===== src/rtl/ihex_pkg.sv =====
// Package for the HEX record decoder: token, phase and status types, and field codes.
// No dependencies. Imported by every module under rtl.

package ihex_pkg;

	localparam int QUEUE_DEPTH = 4;

	localparam logic [7:0] CHAR_COLON = 8'h3a;

	localparam logic [1:0] ST_OK       = 2'd0;
	localparam logic [1:0] ST_CHECKSUM = 2'd1;
	localparam logic [1:0] ST_BAD_CHAR = 2'd2;
	localparam logic [1:0] ST_BAD_TYPE = 2'd3;

	localparam logic [7:0] REC_DATA = 8'h00;
	localparam logic [7:0] REC_ESA  = 8'h02;
	localparam logic [7:0] REC_SSA  = 8'h03;
	localparam logic [7:0] REC_ELA  = 8'h04;
	localparam logic [7:0] REC_SLA  = 8'h05;

	localparam logic KIND_DATA = 1'b0;
	localparam logic KIND_END  = 1'b1;

	typedef enum logic [2:0] {
		PH_IDLE,
		PH_COUNT,
		PH_ADDR,
		PH_TYPE,
		PH_DATA,
		PH_CHECK
	} phase_t;

	typedef enum logic [1:0] {
		TK_COLON,
		TK_HEX,
		TK_BAD
	} tok_kind_t;

	typedef struct packed {
		tok_kind_t   kind;
		logic [3:0]  nib;
	} tok_t;

	typedef struct packed {
		logic [7:0]  data_byte;
		logic [15:0] byte_offset;
		logic [1:0]  record_status;
		logic [7:0]  type_code;
		logic [7:0]  byte_count;
		logic [15:0] record_address;
		logic [15:0] upper_linear;
		logic [15:0] segment_base;
		logic [31:0] start_address;
	} result_t;

endpackage


===== src/rtl/ihex_front.sv =====
// Front end: takes one character a beat and classifies it into a token.
// Depends on ihex_pkg; feeds ihex_queue.

module ihex_front (
	input  logic             clk,
	input  logic             arst_n,
	input  logic             s_tvalid,
	output logic             s_tready,
	input  logic [7:0]       s_tdata,
	output logic             tok_valid,
	input  logic             tok_ready,
	output ihex_pkg::tok_t   tok
);
	import ihex_pkg::*;

	function automatic tok_t classify(input logic [7:0] c);
		tok_t t;
		t.kind = TK_BAD;
		t.nib  = 4'd0;
		if (c == CHAR_COLON) begin
			t.kind = TK_COLON;
		end else if (c inside {[8'h30:8'h39]}) begin
			t.kind = TK_HEX;
			t.nib  = c[3:0];
		end else if (c inside {[8'h41:8'h46], [8'h61:8'h66]}) begin
			t.kind = TK_HEX;
			t.nib  = 4'(c[3:0] + 4'd9);
		end
		return t;
	endfunction

	logic vld_s1;
	tok_t tok_s1;

	assign s_tready  = !vld_s1 || tok_ready;
	assign tok_valid = vld_s1;
	assign tok       = tok_s1;

	always_ff @(posedge clk or negedge arst_n) begin
		if (!arst_n) begin
			vld_s1 <= 1'b0;
		end else if (s_tready) begin
			vld_s1 <= s_tvalid;
		end
	end

	always_ff @(posedge clk) begin
		if (s_tready && s_tvalid) begin
			tok_s1 <= classify(s_tdata);
		end
	end

endmodule


===== src/rtl/ihex_queue.sv =====
// Short token queue between the classifier and the record parser.
// Depends on ihex_pkg.

module ihex_queue #(
	parameter int DEPTH = ihex_pkg::QUEUE_DEPTH
) (
	input  logic             clk,
	input  logic             arst_n,
	input  logic             wr_valid,
	output logic             wr_ready,
	input  ihex_pkg::tok_t   wr_tok,
	output logic             rd_valid,
	input  logic             rd_ready,
	output ihex_pkg::tok_t   rd_tok
);
	import ihex_pkg::*;

	localparam int PW = (DEPTH > 1) ? $clog2(DEPTH) : 1;
	localparam int CW = $clog2(DEPTH + 1);

	tok_t          mem_q [DEPTH];
	logic [PW-1:0] wr_ptr_q;
	logic [PW-1:0] rd_ptr_q;
	logic [CW-1:0] cnt_q;
	logic          push;
	logic          pop;

	assign wr_ready = cnt_q != CW'(DEPTH);
	assign rd_valid = cnt_q != '0;
	assign rd_tok   = mem_q[rd_ptr_q];
	assign push     = wr_valid && wr_ready;
	assign pop      = rd_valid && rd_ready;

	always_ff @(posedge clk or negedge arst_n) begin
		if (!arst_n) begin
			wr_ptr_q <= '0;
			rd_ptr_q <= '0;
			cnt_q    <= '0;
		end else begin
			if (push) begin
				wr_ptr_q <= (wr_ptr_q == PW'(DEPTH - 1)) ? '0 : PW'(wr_ptr_q + 1'b1);
			end
			if (pop) begin
				rd_ptr_q <= (rd_ptr_q == PW'(DEPTH - 1)) ? '0 : PW'(rd_ptr_q + 1'b1);
			end
			if (push && !pop) begin
				cnt_q <= CW'(cnt_q + 1'b1);
			end else if (pop && !push) begin
				cnt_q <= CW'(cnt_q - 1'b1);
			end
		end
	end

	always_ff @(posedge clk) begin
		if (push) begin
			mem_q[wr_ptr_q] <= wr_tok;
		end
	end

	a_count_bound: assert property (@(posedge clk) disable iff (!arst_n)
		cnt_q <= CW'(DEPTH))
		else $error("queue count beyond depth");

	a_ptr_gap: assert property (@(posedge clk) disable iff (!arst_n)
		(cnt_q == '0) |-> (wr_ptr_q == rd_ptr_q))
		else $error("empty queue with pointers apart");

	a_push_count: assert property (@(posedge clk) disable iff (!arst_n)
		(push && !pop) |=> (cnt_q == CW'($past(cnt_q) + 1'b1)))
		else $error("queue count missed a write");

endmodule


===== src/rtl/ihex_back.sv =====
// Back end: record parser state machine, address registers and output register.
// Depends on ihex_pkg; takes tokens from ihex_queue.

module ihex_back (
	input  logic               clk,
	input  logic               arst_n,
	input  logic               tok_valid,
	output logic               tok_ready,
	input  ihex_pkg::tok_t     tok,
	output logic               m_tvalid,
	input  logic               m_tready,
	output logic               m_kind,
	output ihex_pkg::result_t  m_res
);
	import ihex_pkg::*;

	phase_t      phase_q, phase_d;
	logic [3:0]  hi_q, hi_d;
	logic        nib_q, nib_d;
	logic [7:0]  count_q, count_d;
	logic [7:0]  idx_q, idx_d;
	logic [15:0] addr_q, addr_d;
	logic [7:0]  type_q, type_d;
	logic [7:0]  sum_q, sum_d;
	logic [31:0] pend_q, pend_d;
	logic        err_q, err_d;
	logic [15:0] ul_q, ul_d;
	logic [15:0] seg_q, seg_d;
	logic [31:0] start_q, start_d;

	logic        out_vld_q;
	logic        out_kind_q;
	result_t     out_res_q;

	logic        pop;
	logic        take;
	logic [7:0]  byte_v;
	logic [7:0]  idx_inc;
	logic        emit;
	logic        emit_kind;
	result_t     res;
	logic [1:0]  status;

	assign tok_ready = !out_vld_q || m_tready;
	assign pop       = tok_valid && tok_ready;
	assign take      = pop && tok.kind == TK_HEX && phase_q != PH_IDLE && nib_q;
	assign byte_v    = {hi_q, tok.nib};
	assign idx_inc   = 8'(idx_q + 8'd1);

	always_comb begin
		phase_d = phase_q;
		if (pop) begin
			if (tok.kind == TK_COLON) begin
				phase_d = PH_COUNT;
			end else if (take) begin
				case (phase_q)
					PH_COUNT: phase_d = PH_ADDR;
					PH_ADDR:  phase_d = idx_q[0] ? PH_TYPE : PH_ADDR;
					PH_TYPE:  phase_d = (count_q != 8'd0) ? PH_DATA : PH_CHECK;
					PH_DATA:  phase_d = (idx_inc >= count_q) ? PH_CHECK : PH_DATA;
					PH_CHECK: phase_d = PH_IDLE;
					default:  phase_d = PH_IDLE;
				endcase
			end
		end
	end

	always_comb begin
		hi_d      = hi_q;
		nib_d     = nib_q;
		count_d   = count_q;
		idx_d     = idx_q;
		addr_d    = addr_q;
		type_d    = type_q;
		sum_d     = sum_q;
		pend_d    = pend_q;
		err_d     = err_q;
		ul_d      = ul_q;
		seg_d     = seg_q;
		start_d   = start_q;
		emit      = 1'b0;
		emit_kind = KIND_DATA;
		status    = ST_OK;
		if (err_q) begin
			status = ST_BAD_CHAR;
		end else if (8'(sum_q + byte_v) != 8'd0) begin
			status = ST_CHECKSUM;
		end else if (type_q > REC_SLA) begin
			status = ST_BAD_TYPE;
		end
		res.data_byte = 8'd0;
		res.byte_offset = 16'd0;
		res.record_status = ST_OK;
		if (pop && tok.kind == TK_COLON) begin
			hi_d    = 4'd0;
			nib_d   = 1'b0;
			count_d = 8'd0;
			idx_d   = 8'd0;
			addr_d  = 16'd0;
			type_d  = 8'd0;
			sum_d   = 8'd0;
			pend_d  = 32'd0;
			err_d   = 1'b0;
		end else if (pop && phase_q != PH_IDLE) begin
			if (tok.kind != TK_HEX) begin
				err_d = 1'b1;
			end else if (!nib_q) begin
				hi_d  = tok.nib;
				nib_d = 1'b1;
			end else begin
				nib_d = 1'b0;
				sum_d = 8'(sum_q + byte_v);
				case (phase_q)
					PH_COUNT: begin
						count_d = byte_v;
						idx_d   = 8'd0;
					end
					PH_ADDR: begin
						addr_d = {addr_q[7:0], byte_v};
						idx_d  = idx_q[0] ? 8'd0 : idx_inc;
					end
					PH_TYPE: begin
						type_d = byte_v;
						idx_d  = 8'd0;
					end
					PH_DATA: begin
						pend_d = {pend_q[23:0], byte_v};
						idx_d  = idx_inc;
						if (type_q == REC_DATA) begin
							emit            = 1'b1;
							res.data_byte   = byte_v;
							res.byte_offset = 16'(addr_q + {8'd0, idx_q});
						end
					end
					PH_CHECK: begin
						emit              = 1'b1;
						emit_kind         = KIND_END;
						res.record_status = status;
						if (status == ST_OK) begin
							if (type_q == REC_ESA) begin
								seg_d = pend_q[15:0];
							end else if (type_q == REC_ELA) begin
								ul_d = pend_q[15:0];
							end else if (type_q == REC_SSA || type_q == REC_SLA) begin
								start_d = pend_q;
							end
						end
					end
					default: begin
					end
				endcase
			end
		end
		res.type_code      = type_q;
		res.byte_count     = count_q;
		res.record_address = addr_q;
		res.upper_linear   = ul_d;
		res.segment_base   = seg_d;
		res.start_address  = start_d;
	end

	always_ff @(posedge clk or negedge arst_n) begin
		if (!arst_n) begin
			phase_q   <= PH_IDLE;
			hi_q      <= 4'd0;
			nib_q     <= 1'b0;
			count_q   <= 8'd0;
			idx_q     <= 8'd0;
			addr_q    <= 16'd0;
			type_q    <= 8'd0;
			sum_q     <= 8'd0;
			pend_q    <= 32'd0;
			err_q     <= 1'b0;
			ul_q      <= 16'd0;
			seg_q     <= 16'd0;
			start_q   <= 32'd0;
			out_vld_q <= 1'b0;
		end else begin
			phase_q <= phase_d;
			hi_q    <= hi_d;
			nib_q   <= nib_d;
			count_q <= count_d;
			idx_q   <= idx_d;
			addr_q  <= addr_d;
			type_q  <= type_d;
			sum_q   <= sum_d;
			pend_q  <= pend_d;
			err_q   <= err_d;
			ul_q    <= ul_d;
			seg_q   <= seg_d;
			start_q <= start_d;
			if (pop) begin
				out_vld_q <= emit;
			end else if (m_tready) begin
				out_vld_q <= 1'b0;
			end
		end
	end

	always_ff @(posedge clk) begin
		if (pop && emit) begin
			out_kind_q <= emit_kind;
			out_res_q  <= res;
		end
	end

	assign m_tvalid = out_vld_q;
	assign m_kind   = out_kind_q;
	assign m_res    = out_res_q;

	a_colon_restart: assert property (@(posedge clk) disable iff (!arst_n)
		(pop && tok.kind == TK_COLON) |=> (phase_q == PH_COUNT && !nib_q && !err_q))
		else $error("colon did not restart the record");

	a_data_status_ok: assert property (@(posedge clk) disable iff (!arst_n)
		(out_vld_q && out_kind_q == KIND_DATA) |-> (out_res_q.record_status == ST_OK))
		else $error("data beat with non-ok status");

	a_no_pop_stalled: assert property (@(posedge clk) disable iff (!arst_n)
		(out_vld_q && !m_tready) |-> !pop)
		else $error("token taken while result stalled");

	a_idx_bound: assert property (@(posedge clk) disable iff (!arst_n)
		(phase_q == PH_DATA) |-> (idx_q < count_q))
		else $error("data index past byte count");

	a_end_idle: assert property (@(posedge clk) disable iff (!arst_n)
		(pop && emit && emit_kind == KIND_END) |=> (phase_q == PH_IDLE))
		else $error("end report without return to idle");

endmodule


===== src/rtl/intel_hex_record_decoder_top.sv =====
// Top level of the HEX record decoder: classifier, token queue and record parser.
// The character that completes a result passes the classifier register, the token queue
// and the parser's output register before m_tvalid rises.
// Throughput: one character a cycle while the classifier and queue can accept it; the parser
// takes one queued token each cycle that its output register is free or being drained.
// Reset: arst_n clears the parser to idle, the queue to empty and the address registers to 0.
// Depends on ihex_pkg, ihex_front, ihex_queue and ihex_back.

module intel_hex_record_decoder_top #(
	parameter int QUEUE_DEPTH = ihex_pkg::QUEUE_DEPTH
) (
	input  logic         clk,
	input  logic         arst_n,
	input  logic         s_tvalid,
	output logic         s_tready,
	input  logic [7:0]   s_tdata,   // [7:0] char_code
	output logic         m_tvalid,
	input  logic         m_tready,
	output logic [127:0] m_tdata,   // data_byte, byte_offset, record_status, type_code,
	                                // byte_count, record_address, upper_linear,
	                                // segment_base, start_address; [127:122] zero
	output logic         m_tuser    // [0] result_kind
);
	import ihex_pkg::*;

	logic    f_valid;
	logic    f_ready;
	tok_t    f_tok;
	logic    q_valid;
	logic    q_ready;
	tok_t    q_tok;
	result_t res;

	ihex_front u_front (
		.clk       (clk),
		.arst_n    (arst_n),
		.s_tvalid  (s_tvalid),
		.s_tready  (s_tready),
		.s_tdata   (s_tdata),
		.tok_valid (f_valid),
		.tok_ready (f_ready),
		.tok       (f_tok)
	);

	ihex_queue #(
		.DEPTH (QUEUE_DEPTH)
	) u_queue (
		.clk      (clk),
		.arst_n   (arst_n),
		.wr_valid (f_valid),
		.wr_ready (f_ready),
		.wr_tok   (f_tok),
		.rd_valid (q_valid),
		.rd_ready (q_ready),
		.rd_tok   (q_tok)
	);

	ihex_back u_back (
		.clk       (clk),
		.arst_n    (arst_n),
		.tok_valid (q_valid),
		.tok_ready (q_ready),
		.tok       (q_tok),
		.m_tvalid  (m_tvalid),
		.m_tready  (m_tready),
		.m_kind    (m_tuser),
		.m_res     (res)
	);

	assign m_tdata = {6'd0, res.start_address, res.segment_base, res.upper_linear,
		res.record_address, res.byte_count, res.type_code, res.record_status,
		res.byte_offset, res.data_byte};

endmodule


===== config.mk =====
export PLATFORM = sky130hd
export DESIGN_NAME = intel_hex_record_decoder_top
export DESIGN_NICKNAME = d
export VERILOG_FILES = /design/src/rtl/ihex_pkg.sv /design/src/rtl/ihex_front.sv /design/src/rtl/ihex_queue.sv /design/src/rtl/ihex_back.sv /design/src/rtl/intel_hex_record_decoder_top.sv
export SDC_FILE = /design/constraint.sdc
export NUM_CORES = 1
export LEC_CHECK = 0
export ABC_AREA = 1
export ABC_CLOCK_PERIOD_IN_PS = 9600
export BUFFER_PORTS_ARGS = -buffer_cell sky130_fd_sc_hd__clkbuf_2
export CAP_MARGIN = 0
export CORE_MARGIN = 5
export CORE_UTILIZATION = 45
export DETAILED_ROUTE_END_ITERATION = 7
export SKIP_LAST_GASP = 1
export SYNTH_ARGS = -nofsm -noshare
export SYNTH_HDL_FRONTEND = slang
export SYNTH_HIERARCHICAL = 1
export SYNTH_SLANG_ARGS = --single-unit

===== constraint.sdc =====
create_clock -name clk -period 9.6 [get_ports clk]
set_input_delay 0.96 -clock clk [delete_from_list [all_inputs] [get_ports clk]]
set_output_delay 0.96 -clock clk [all_outputs]
set_load 0.01 [all_outputs]

## After elaboration in Yosys (flattened, before gate mapping)

Memory sizes are Yosys's and may differ from the RTL's.
Index checks and enable logic that the tools add are counted.
W data, S select, Z words.

| cells by class | value |
|---|---|
| reductions and logical operators | 55 |
| $lt $le $gt $ge | 8 |
| bitwise operators | 5 |
| multiplexer cells | 91 |
| $add $sub $neg | 8 |
| eq/ne operators | 17 |

Operator list:

| operator | number |
|---|---|
| $mux W32 | 14 |
| $mux W16 | 20 |
| $mux W8 | 19 |
| $pmux W8 S3 | 1 |
| $reduce_bool A2 Y1 | 11 |
| $mux W1 | 20 |
| $reduce_and A4 Y1 | 5 |
| $add A16 B8 Y16 | 1 |
| $eq A8 B2 Y1 const B | 2 |
| $eq A8 B3 Y1 const B | 2 |
| $ge A8 B7 Y1 const B | 2 |
| $le A8 B7 Y1 const B | 2 |
| $mux W4 | 4 |
| $reduce_bool A8 Y1 | 2 |
| $logic_and A1 B1 Y1 | 14 |
| $mux W3 | 4 |
| $pmux W3 S4 | 1 |
| $mux W2 | 5 |
| $add A8 B1 Y8 const B | 1 |
| $add A8 B8 Y8 | 1 |
| $eq A8 B6 Y1 const B | 1 |
| $ge A8 B6 Y1 const B | 1 |
| $ge A8 B8 Y1 | 1 |
| $gt A8 B3 Y1 const B | 1 |
| 29 further kinds | 49 |

| word-level totals | value |
|---|---|
| memories | 1 |
| input bits | 12 |
| logic and storage cells | 216 |
| flip-flop bits (word level) | 291 |
| RAM bits | 24 |
| output and inout port bits | 131 |

Memories:

| memory | words | width | read ports | clocked after Yosys merged registers in | write ports | line | text |
|---|---|---|---|---|---|---|---|
| u_queue.mem_q | 4 | 6 | 1 | 0 | 1 | ihex_queue.sv:21 | `tok_t mem_q [DEPTH];` |

## Depth between registers and ports, before layout

Gate-level depths: netlist (run 1).
An unclocked memory read counts as a cell.

| logic depth | value |
|---|---|
| depth in word-level cells | 12 |
| mapped depth | 21 |
| mapped depth without buffers | 18 |

## Modules after synthesis

The synthesis (run 1) kept the hierarchy.

By module, submodules not included:

| module | instances | area each (um2) | seq. area each (um2) | cells each |
|---|---|---|---|---|
| ihex_back | 1 | 11,434.7 | 7,547.2 | 1,057 |
| ihex_queue | 1 | 1,435.1 | 895.9 | 129 |
| ihex_front | 1 | 481.7 | 205.2 | 51 |
| intel_hex_record_decoder_top | 1 | 48.8 | 0.0 | 7 |

## Least setup slack after synthesis (run 1)

No wires, ideal clock.

| path | value |
|---|---|
| kind | input-to-reg |
| start point | input port m_tready |
| end point | register u_back.out_kind_q (netlist: u_back/m_kind) (enable) |
| path slack | 1.897 ns |
| buffers on the path | 2 |
| cell stages on the path | 10 |
| arrival time | 7.096 ns |
| data required time | 8.993 ns |
| path through | inv_1 > nand2_1 > nand2_1 > a21oi_2 > nand2_1 > nor2_4 > buf_4 > buf_4 > nand2_1 > nor2_1 |

| on the way | value |
|---|---|
| cells in the longest elaborated chain, start to end | 6 |

RTL lines:

| item | line | text |
|---|---|---|
| start, declared | intel_hex_record_decoder_top.sv:18 | `input logic m_tready,` |
| $logic_or A1 B1 Y1 * | ihex_back.sv:44 | `assign tok_ready = !out_vld_q \|\| m_tready;` |
| via q_ready | intel_hex_record_decoder_top.sv:30 | `logic q_ready;` |
| $logic_and A1 B1 Y1 * | ihex_back.sv:45 | `assign pop = tok_valid && tok_ready;` |
| $logic_and A1 B1 Y1 | ihex_back.sv:104 | `end else if (pop && phase_q != PH_IDLE) begin` |
| $mux W1 | ihex_back.sv:104 |  |
| $mux W1 | ihex_back.sv:94 | `if (pop && tok.kind == TK_COLON) begin` |
| $logic_and A1 B1 Y1 * | ihex_back.sv:201 | `if (pop && emit) begin` |
| end signal, assigned | ihex_back.sv:202 | `out_kind_q <= emit_kind;` |
| end, declared | ihex_back.sv:32 | `logic out_kind_q;` |

Mark *: on every way through the listed nets, which the timed path passes. The rest lies on a longest branch.
A chain may end at the register's enable or synchronous reset.

==> results of run 1 <==
power breakdown:
| group | internal [mW] | leakage, nW | switching [mW] | total [mW] |
|---|---|---|---|---|
| logic | 0.282 | 3.07 | 0.711 | 0.993 |
| clock network | 0.680 | 0.502 | 0.503 | 1.18 |
| registers | 1.56 | 3.81 | 0.142 | 1.70 |
| total | 2.52 | 7.38 | 1.36 | 3.87 |
state kept, by name, summed over array words and instances (netlist names), 2 cells and up:
signal	flops
u_queue/mem_q	24
u_front/tok	6
u_back/idx_q	8
u_back/start_q	32
u_back/phase_q	3
u_back/count_q	8
u_back/ul_q	16
u_back/pend_q	32
u_back/seg_q	16
u_back/addr_q	16
u_back/type_q	8
u_back/m_res	122
u_queue/cnt_q	3
u_back/sum_q	8
u_queue/wr_ptr_q	2
u_queue/rd_ptr_q	2
u_back/hi_q	4
metal layers:
layer / global-route usage, % / part of all wire (%) / vias to the layer above
met5: 0 / 0 / -
met4: 4.653 / 2.0 / 0
met3: 2.930 / 5.9 / 45
met2: 28.24 / 46 / 250
met1: 25.00 / 46 / 4302
li1: - / - / 4498
worst max-delay path: cells and delay by family, from the launching register on:
kind,cells,cell delay (ns)
and+or+nand+nor,14,2.19
DFF,1,0.84
adders and majority gates,2,0.68
buffers and inverters,1,0.53
AOI/OAI and AO/OA,1,0.11
stage by stage:
| stage | area (um^2) | worst slack (ns) | hold slack, ns |
|---|---|---|---|
| after floorplan | 13420 | 1.897 | 0.4249 |
| after global placement | 14380 | 4.963 | 0.4320 |
| after detailed placement | 14380 | 4.813 | 0.4319 |
| after CTS | 15380 | 4.872 | 0.4464 |
| after global routing | 15380 | 4.347 | 0.4831 |
| final | 15380 | 4.889 | 0.4450 |
worst max-delay path by stage:
stage | startpoint | end | slack, ns | cells after the start
finish | u_queue/rd_ptr_q[0] | u_back/m_res[16] | 4.89 | 18
global route | u_queue/rd_ptr_q[0] | u_back/m_res[3] | 4.35 | 18
CTS | u_queue/rd_ptr_q[0] | u_back/m_res[16] | 4.87 | 18
detailed placement | m_tready | u_back/m_res[108] | 4.81 | 14
global placement | m_tready | u_back/m_res[108] | 4.96 | 14
floorplan | m_tready | u_back/m_kind | 1.90 | 10
placed cells by master, fill, tap and decap left out, types with 4 or more instances in the layout:
master     instances
nand2_1          298
dfrtp_1          162
edfxtp_1         153
clkbuf_2         135
inv_1            134
o21ai_0           81
nand3_1           66
nand4_1           66
nor2_1            60
a21oi_1           35
ha_1              35
clkbuf_16         31
o211ai_1          14
clkinv_2          11
xor2_1            11
buf_4              9
nor3_1             8
nand3_2            7
conb_1             6
o22ai_1            6
inv_2              5
a22o_1             5
clkinv_1           4
clkbuf_1           4
nand2_2            4
a22oi_1            4
final cells by class:
class	instances	area, um^2
Clock inverter	22	195.2
Inverter	139	521.8
Fill cell	2700	14180
Sequential cell	315	8648
Tap cell	390	488.0
Timing Repair Buffer	145	754.5
Clock buffer	36	804.5
Multi-Input combinational cell	745	3970
cells by family (layout without fill, tap and decap cells):
logic type / count (synthesis) / count (layout) / synth area share, %
xor+xnor: 14 / 14 / 0.9151
fa+ha+maj: 38 / 38 / 3.716
buf+inv: 189 / 342 / 6.060
simple gates: 526 / 526 / 17.87
other cells: 1 / 6 / 0.02798
flops: 315 / 315 / 64.54
compound gates: 161 / 161 / 6.872
==> impl_metrics.yaml, run 1 <==
outcome:
  outcome: "finished, final reports clean"
global_route:
  antenna_found_initial: 0
  grt_pass1_vias: 8909
  grt_max_degree: 93
  grt_pass1_wl_um: 47600
  grt.total_usage_pct: 17.56
  overflow: 0
placement:
  io_buffers: 136
  dp.cells: 1734
  dp_hpwl_um: 19880
  place.gp.congestion: 0.8500
sta:
  finalHoldViolations: 0
  finalSetupTns_ns: 0
  setup_violations: 0
  rsz0062_at_grt: "false"
  fin_crit_ns: 4.711
  clock_skew_ns: 0.01240
  worst_slew_pin_slew_ns: 0.9508
  max_freq_ghz: 0.2123
  period_share_pct: 49.07
  slew-limit-headroom_pct: 36.61
  drv_slew: 0
clocking:
  cts_hold_buffers: 0
  insertion_delay_ns: 0.56
  clk_pin_slew_ns: 0.06
  cts_inserted_buffers: 31
  cts_resized: 0
  cts_sinks: 315
  htree_num_levels: 1
  tritoncts: "done"
  postCtsSetupBuffers: 0
  cts.path.max_buffers: 3
  cts-root-buf: "clkbuf_16"
synth:
  synth_most_common_cell: "nand2_1"
  synth_area_leaders: "edfxtp_1 (34%), dfrtp_1 (30%), nand2_1 (8.3%)"
  synth-main-ff-cell: "dfrtp_1"
  synth-edff-count: 153
  yosys-top-cells-count: "nand2_1 (298), dfrtp_1 (162), edfxtp_1 (153)"
  ys_seq_elements: 315
  syn-mean-instance-area_um2: 10.77
  syn_inst: 1244
  ys_types: 53
  synth-warning-count: 6
  async_flop_share_pct: 51.43
  synth_area_leader_cell: "edfxtp_1"
  synth_top_cell_area_share_pct: 34.29
  ys_seq_area_share_pct: 64.54
  syn-cell-area_mm2: 0.01340
cells_and_area:
  syn2layout_area_growth_pct: 14.79
  drive_above_1_share_pct: 16.26
  antennaDiodeCount: 0
  layout.nets: 1427
  final_core_util_pct: 52.04
  final_cells: 1792
floorplan:
  dieArea_mm2: 0.03333
  die_height_um: 182.6
  core_mm2: 0.02956
  dieWidth_um: 182.6
  rows: 63
  ios: 143
  start_util_pct: 45.33
detailed_routing:
  drt-total-wl_um: 29460
  ant_nets: 0
  vias: 9095
  drtIter0Drc: 618
  routed_via_density: 5.075
  drtPass1Iterations: 5
  wl_per_cell_um: 16.44
  drc: 0
worst_setup_path:
  rrSetupSlack_ns: 4.89
  worstReg2RegEnd: "u_back/m_res[16]"
  crit_path_max_fanout: 69
  rr_startpoint: "u_queue/rd_ptr_q[0]"
  startpoint_type: "register"
  worst_path_max_delay_cell: "dfrtp_1"
  cp_cell_sequence: "nand2_1, o211ai_1, nand2_1, ha_1, fa_1, nand2_1, nand2_1, nand3_1, nand2_1, nand2_1, nand2_1, nor2_1, nand3_1, nor2_4, buf_4, nand3_2, nand2_1, nand2_1"
  cpMostUsedCell: "nand2_1"
  cp_data_arrival_time_ns: 5.01
  r2r_cells: 18
  cp.required_ns: 9.90
  max_stage_delay_ns: 0.84
  criticalPathCategory: "reg -> reg"
  end_kind: "register"
power_and_ir_drop:
  powerDensity_mw_per_mm2: 251.8
  power_mw: 3.874
  ir_drop_uv: 169.6
  p_leak_nw: 7.376
flow_run:
  maxCapViolCount: 0
hold_path:
  holdCritStartpoint: "u_back/addr_q[15]"
  min_to: "u_back/m_res[79]"
  hold_path_depth: 0
  hold_class: "reg -> reg"
(Power assumes the default switching activity.)
==> inputs of run 2 (changes only) <==
--- a/config.mk
+++ b/config.mk
@@ -6,7 +6,7 @@
 export NUM_CORES = 1
 export LEC_CHECK = 0
 export ABC_AREA = 1
-export ABC_CLOCK_PERIOD_IN_PS = 9600
+export ABC_CLOCK_PERIOD_IN_PS = 4900
 export BUFFER_PORTS_ARGS = -buffer_cell sky130_fd_sc_hd__clkbuf_2
 export CAP_MARGIN = 0
 export CORE_MARGIN = 5
==> constraint.sdc (replaced) <==
create_clock -name clk -period 4.9 [get_ports clk]
set_input_delay 0.49 -clock clk [delete_from_list [all_inputs] [get_ports clk]]
set_output_delay 0.49 -clock clk [all_outputs]
set_load 0.01 [all_outputs]
==> run 2 against run 1 <==
Net effect:
- sequential power rose by 96%
- non-clock buffer count is 3 higher
- clock power grew 110%
==> impl_metrics.yaml, run 2 (synthesis results as in run 1) <==
worst_setup_path:
  cp_data_arrival_time_ns: 4.36
  startpoint_type: "register"
  end_kind: "register"
  cp.required_ns: 5.14
  crit_path_max_fanout: 29
  cpMostUsedCell: "nand2_1"
  worst_path_max_delay_cell: "dfrtp_1"
  r2r_cells: 17
  cp_cell_sequence: "nand2_1, o211ai_1, nand2_1, ha_1, fa_1, nand2_1, nand2_1, nand3_1, nand2_1, nand2_1, nand2_1, nor2_1, nand3_1, nor2_4, nand3_2, nand2_1, nand2_1"
  max_stage_delay_ns: 0.81
  criticalPathCategory: "reg -> reg"
sta:
  finalHoldViolations: 0
  rsz0062_at_grt: "false"
  slew-limit-headroom_pct: 31.39
  drv_slew: 0
  max_freq_ghz: 0.2424
  period_share_pct: 84.18
  setup_violations: 0
  clock_skew_ns: 0.01142
  worst_slew_pin_slew_ns: 1.022
  fin_crit_ns: 4.125
  finalSetupTns_ns: 0
cells_and_area:
  antennaDiodeCount: 0
  final_common_cell: "nand2_1"
  layout.nets: 1433
  final_cell_mix: "nand2_1 (298), dfrtp_1 (162), edfxtp_1 (153)"
  largest_register_ffs: 122
  fill_cells: 2615
  final_cells: 1799
  syn2layout_area_growth_pct: 15.93
  drive_above_1_share_pct: 16.32
detailed_routing:
  drtPass1Iterations: 5
  wl_per_cell_um: 16.85
  ant_nets: 0
  vias: 9253
  drt-total-wl_um: 30320
  drtIter0Drc: 718
  drc: 0
  routed_via_density: 5.143
power_and_ir_drop:
  p_leak_nw: 7.438
  powerDensity_mw_per_mm2: 500.6
  power_mw: 7.777
  ir_drop_uv: 276.0
clocking:
  insertion_delay_ns: 0.51
  cts_resized: 0
  postCtsSetupBuffers: 0
  cts-root-buf: "clkbuf_16"
  clk_pin_slew_ns: 0.06
  htree_num_levels: 2
  cts_inserted_buffers: 34
  cts.path.max_buffers: 3
  cts_hold_buffers: 0
  tritoncts: "done"
  cts_sinks: 315
global_route:
  grt.total_usage_pct: 18.16
  grt_pass1_vias: 9019
  overflow: 0
  grt_max_degree: 92
  antenna_found_initial: 0
  grt_pass1_wl_um: 48770
floorplan:
  core_mm2: 0.02956
  ios: 143
  die_height_um: 182.6
  dieWidth_um: 182.6
  rows: 63
  start_util_pct: 45.33
  dieArea_mm2: 0.03333
placement:
  io_buffers: 136
  dp_hpwl_um: 20100
  place.gp.congestion: 0.8743
  dp.cells: 1737
flow_run:
  maxCapViolCount: 0
outcome:
  outcome: "finished, final reports clean"
hold_path:
  hold_class: "in -> async"
[run 2: area by class of cell]
type	count	area [um^2]	share of cell area, %
flip-flops and latches	315	8648	55.67
multi-input cells	745	3970	25.56
clock buffers	46	979.7	6.306
repair buffers	148	802.0	5.163
inverters	139	521.8	3.359
well taps	390	488.0	3.141
clock inverters	16	125.1	0.8054
[run 2: path summary, 6_finish.rpt]
kind / slack (ns) / to / start
setup / recovery: 0.78 / u_back/m_res[0] / u_queue/rd_ptr_q[0]
setup reg to reg: 0.78 / u_back/m_res[0] / u_queue/rd_ptr_q[0]
max in group asynchronous: 3.74 / u_queue/cnt_q[0] / arst_n
hold reg to reg: 0.45 / u_back/m_res[79] / u_back/addr_q[15]
hold / removal: 0.05 / u_back/start_q[20] / arst_n
min in group clk: 0.18 / u_front/tok_valid / s_tvalid
[run 2: power breakdown]
part	total (mW)	internal [mW]	switching (mW)
Sequential	3.33	3.05	0.279
Clock	2.51	1.51	1.00
Combinational	1.94	0.549	1.39
[run 2: critical path, delay by kind of cell, from the launching register on]
kind | cells | cell delay (ns)
adders and majority gates | 2 | 0.67
AOI/OAI and AO/OA | 1 | 0.10
and+or+nand+nor | 14 | 2.27
DFF | 1 | 0.81
[run 2: per-stage QoR]
| stage | area [um^2] | hold slack [ns] | worst slack [ns] | util, % |
|---|---|---|---|---|
| 6_report | 15530 | 0.04688 | 0.7751 | 52.55 |
| 5_1_grt | 15530 | 0.1201 | 0.2066 | 52.55 |
| 4_1_cts | 15530 | 0.1029 | 0.7543 | 52.55 |
| 3_5_place_dp | 14430 | 0.4341 | 0.7766 | 48.82 |
| 3_3_place_gp | 14430 | 0.4347 | 0.9005 | 48.82 |
| 2_1_floorplan | 13430 | 0.1944 | 0.9590 | - |
[run 2: layer usage]
layer | track usage [%] | up-vias | part of all wire, % | wire [um]
li1 | - | 4498 | - | -
met1 | 25.66 | 4437 | 46 | 13840
met2 | 29.07 | 254 | 47 | 14160
met3 | 2.731 | 64 | 5.0 | 1516
met4 | 5.974 | 0 | 2.7 | 804
met5 | 0 | - | 0 | 0
==> inputs of run 3 (changes only) <==
--- a/config.mk
+++ b/config.mk
@@ -5,13 +5,14 @@
 export SDC_FILE = /design/constraint.sdc
 export NUM_CORES = 1
 export LEC_CHECK = 0
-export ABC_AREA = 1
-export ABC_CLOCK_PERIOD_IN_PS = 4900
+export ABC_AREA = 0
+export ABC_CLOCK_PERIOD_IN_PS = 3500
 export BUFFER_PORTS_ARGS = -buffer_cell sky130_fd_sc_hd__clkbuf_2
 export CAP_MARGIN = 0
 export CORE_MARGIN = 5
 export CORE_UTILIZATION = 45
 export DETAILED_ROUTE_END_ITERATION = 7
+export PLACE_DENSITY = 0.66
 export SKIP_LAST_GASP = 1
 export SYNTH_ARGS = -nofsm -noshare
 export SYNTH_HDL_FRONTEND = slang
==> constraint.sdc (replaced) <==
create_clock -name clk -period 3.5 [get_ports clk]
set_input_delay 0.35 -clock clk [delete_from_list [all_inputs] [get_ports clk]]
set_output_delay 0.35 -clock clk [all_outputs]
set_load 0.01 [all_outputs]
==> run 3 against run 2 <==
Net effect:
- clock power rose by 25%
- synthesized cell count fell by 22%
- die area fell by 2.1%
- clock-buffer cell count fell by 8
- sequential share of layout area rose by 0.38 points
- hold slack improved by 0.14 ns
- combinational power rose by 16%
- setup slack got worse by 0.72 ns
- first-iteration DRC count fell by 28%
- highest routed layer unchanged
==> impl_metrics.yaml, run 3 <==
outcome:
  outcome: "finished, final reports clean"
synth:
  syn-mean-instance-area_um2: 13.45
  ys_types: 64
  syn_inst: 974
  synth_area_leaders: "edfxtp_1 (35%), dfrtp_1 (31%), mux2_2 (5.3%)"
  async_flop_share_pct: 51.43
  ys_seq_elements: 315
  synth_area_leader_cell: "edfxtp_1"
  yosys-top-cells-count: "dfrtp_1 (162), edfxtp_1 (153), nand2_1 (137)"
  synth-warning-count: 6
  synth_most_common_cell: "dfrtp_1"
  synth_top_cell_area_share_pct: 35.08
  ys_seq_area_share_pct: 66.03
  syn-cell-area_mm2: 0.01310
  synth-edff-count: 153
  synth-main-ff-cell: "dfrtp_1"
clocking:
  cts_inserted_buffers: 30
  cts_sinks: 315
  cts.path.max_buffers: 3
  cts-root-buf: "clkbuf_16"
  clk_pin_slew_ns: 0.06
  htree_num_levels: 1
  insertion_delay_ns: 0.56
  tritoncts: "done"
worst_setup_path:
  startpoint: "u_queue/rd_ptr_q[0]"
  cp_data_arrival_time_ns: 3.75
  startpoint_type: "register"
  crit_end: "u_back/m_res[39]"
  cp_cell_sequence: "mux4_2, ha_4, fa_2, a211oi_4, or4b_1, nand4_1, nor4_4, buf_4, nand3_2, buf_12, mux2_4"
  worstReg2RegEnd: "u_back/m_res[39]"
  rrSetupSlack_ns: 0.06
  cp.required_ns: 3.81
  r2r_cells: 11
  crit_path_max_fanout: 16
  criticalPathCategory: "reg -> reg"
  end_kind: "register"
  worst_path_max_delay_cell: "mux4_2"
  rr_startpoint: "u_queue/rd_ptr_q[0]"
  max_stage_delay_ns: 0.56
floorplan:
  dieWidth_um: 180.6
  rows: 62
  die_height_um: 180.6
  ios: 143
  core_mm2: 0.02870
  dieArea_mm2: 0.03262
  start_util_pct: 45.63
global_route:
  overflow: 0
  grt_pass1_vias: 8035
  grt_max_degree: 105
  grt.total_usage_pct: 16.75
  grt_pass1_wl_um: 44740
  antenna_found_initial: 0
sta:
  period_share_pct: 98.34
  worst_slew_pin_slew_ns: 1.087
  max_freq_ghz: 0.2905
  clock_skew_ns: 0.02032
  finalHoldViolations: 0
  drv_slew: 0
  whs_ns: 0.1845
  fin_crit_ns: 3.442
  slew-limit-headroom_pct: 27.55
  setup_violations: 0
  rsz0062_at_grt: "true"
detailed_routing:
  drtPass1Iterations: 4
  ant_nets: 0
  drt-total-wl_um: 27690
  drtIter0Drc: 515
  vias: 7967
  drc: 0
  routed_via_density: 5.157
  wl_per_cell_um: 17.92
cells_and_area:
  fill_cells: 2436
  layout.nets: 1187
  multi_input_area_mm2: 0.004203
  largest_register_ffs: 122
  final_common_cell: "dfrtp_1"
  antennaDiodeCount: 0
  seqCellArea_mm2: 0.008650
  syn2layout_area_growth_pct: 17.83
  drive_above_1_share_pct: 27.39
  final_cell_mix: "dfrtp_1 (161), edfxtp_1 (153), nand2_1 (136)"
power_and_ir_drop:
  p_leak_nw: 6.947
  p_comb_share_pct: 22.8
  powerDensity_mw_per_mm2: 643.2
  switching_share_pct: 30.35
  power_mw: 9.926
  switchingPower_mw: 3.013
  intPower_mw: 6.913
  p_seq_share_pct: 45.5
  ir_drop_uv: 403.9
  p_clk_share_pct: 31.7
hold_path:
  hold_class: "in -> reg"
placement:
  io_buffers: 136
  place.gp.congestion: 0.8556
  dp_hpwl_um: 18660
flow_run:
  maxCapViolCount: 0
-- run 3: logic make-up (layout without fill, tap and decap cells) --
logic type / count (synthesis) / count (layout) / share of synthesized area [%]
flops: 315 / 315 / 66.03
fa+ha+maj: 38 / 38 / 3.802
buf+inv: 67 / 249 / 2.465
compound gates: 111 / 111 / 5.455
other cells: 1 / 6 / 0.02863
mux: 96 / 96 / 8.741
xor+xnor: 28 / 28 / 1.872
simple gates: 318 / 318 / 11.61
-- run 3: repair_timing --
item                                    CTS  global route
endpoints found under the setup margin   32            67
pin swaps                                 0             3
setup buffers                             0             2
resized for setup                         3             4
endpoints found under the hold margin   104             0
hold buffers                              2             0
-- run 3: cell type report --
cell class                 instances  area share [%]
sequential                       315           56.05
multi-input combinational        597           27.23
timing repair buffer             172           6.883
inverter                          21          0.5108
clock inverter                    18           1.151
tap                              384           3.113
clock buffer                      38           5.059
-- run 3: worst min-delay path by stage --
stage | start | endpoint | slack [ns] | cells past startpoint
floorplan | arst_n | u_back/addr_q[0] | 0.05 | 0
global placement | u_back/start_q[7] | u_back/start_q[7] | 0.47 | 1
detailed placement | u_back/seg_q[7] | u_back/seg_q[7] | 0.48 | 1
CTS | s_tdata[3] | u_front/tok[3] | 0.17 | 2
global route | s_tdata[3] | u_front/tok[3] | 0.17 | 2
finish | s_tdata[3] | u_front/tok[3] | 0.18 | 2
-- run 3: per-layer routing --
metal / share of wire, % / GRT usage [%] / up-vias
met5: 0 / 0 / -
met4: 1.6 / 3.600 / 0
met3: 4.5 / 2.665 / 32
met2: 48 / 27.21 / 178
met1: 46 / 24.16 / 3985
li1: - / - / 3772
-- run 3: power groups by stage --
stage	clock network, mW	registers [mW]	logic [mW]
2_1_floorplan	0	4.45	1.60
6_report	3.15	4.52	2.26
4_1_cts	3.21	4.52	2.20
3_5_place_dp	0	4.59	2.17
5_1_grt	3.37	4.56	2.51
3_3_place_gp	0	4.59	2.11
-- run 3: critical path: cells and delay by family (launching register included) --
family,cells,cell delay (ns)
AO/OA/AOI/OAI,1,0.27
flip-flops,1,0.40
AND/OR/NAND/NOR,4,0.71
buffers and inverters,2,0.37
adder cells (fa/ha/maj),2,0.57
multiplexers,2,0.87
-- run 3: through the flow --
| stage | cell area [um^2] | setup TNS, ns | setup WS [ns] | std cells | util (%) |
|---|---|---|---|---|---|
| global placement | 14400 | 0 | 0.06728 | 1485 | 50.18 |
| CTS | 15390 | 0 | 0.04304 | 1543 | 53.63 |
| floorplan | 13140 | 0 | 0.02953 | 979 | - |
| finish | 15430 | 0 | 0.05816 | 1545 | 53.77 |
| global route | 15430 | -1.882 | -0.08493 | 1545 | 53.77 |
| detailed placement | 14400 | -0.5556 | -0.03884 | 1485 | 50.18 |
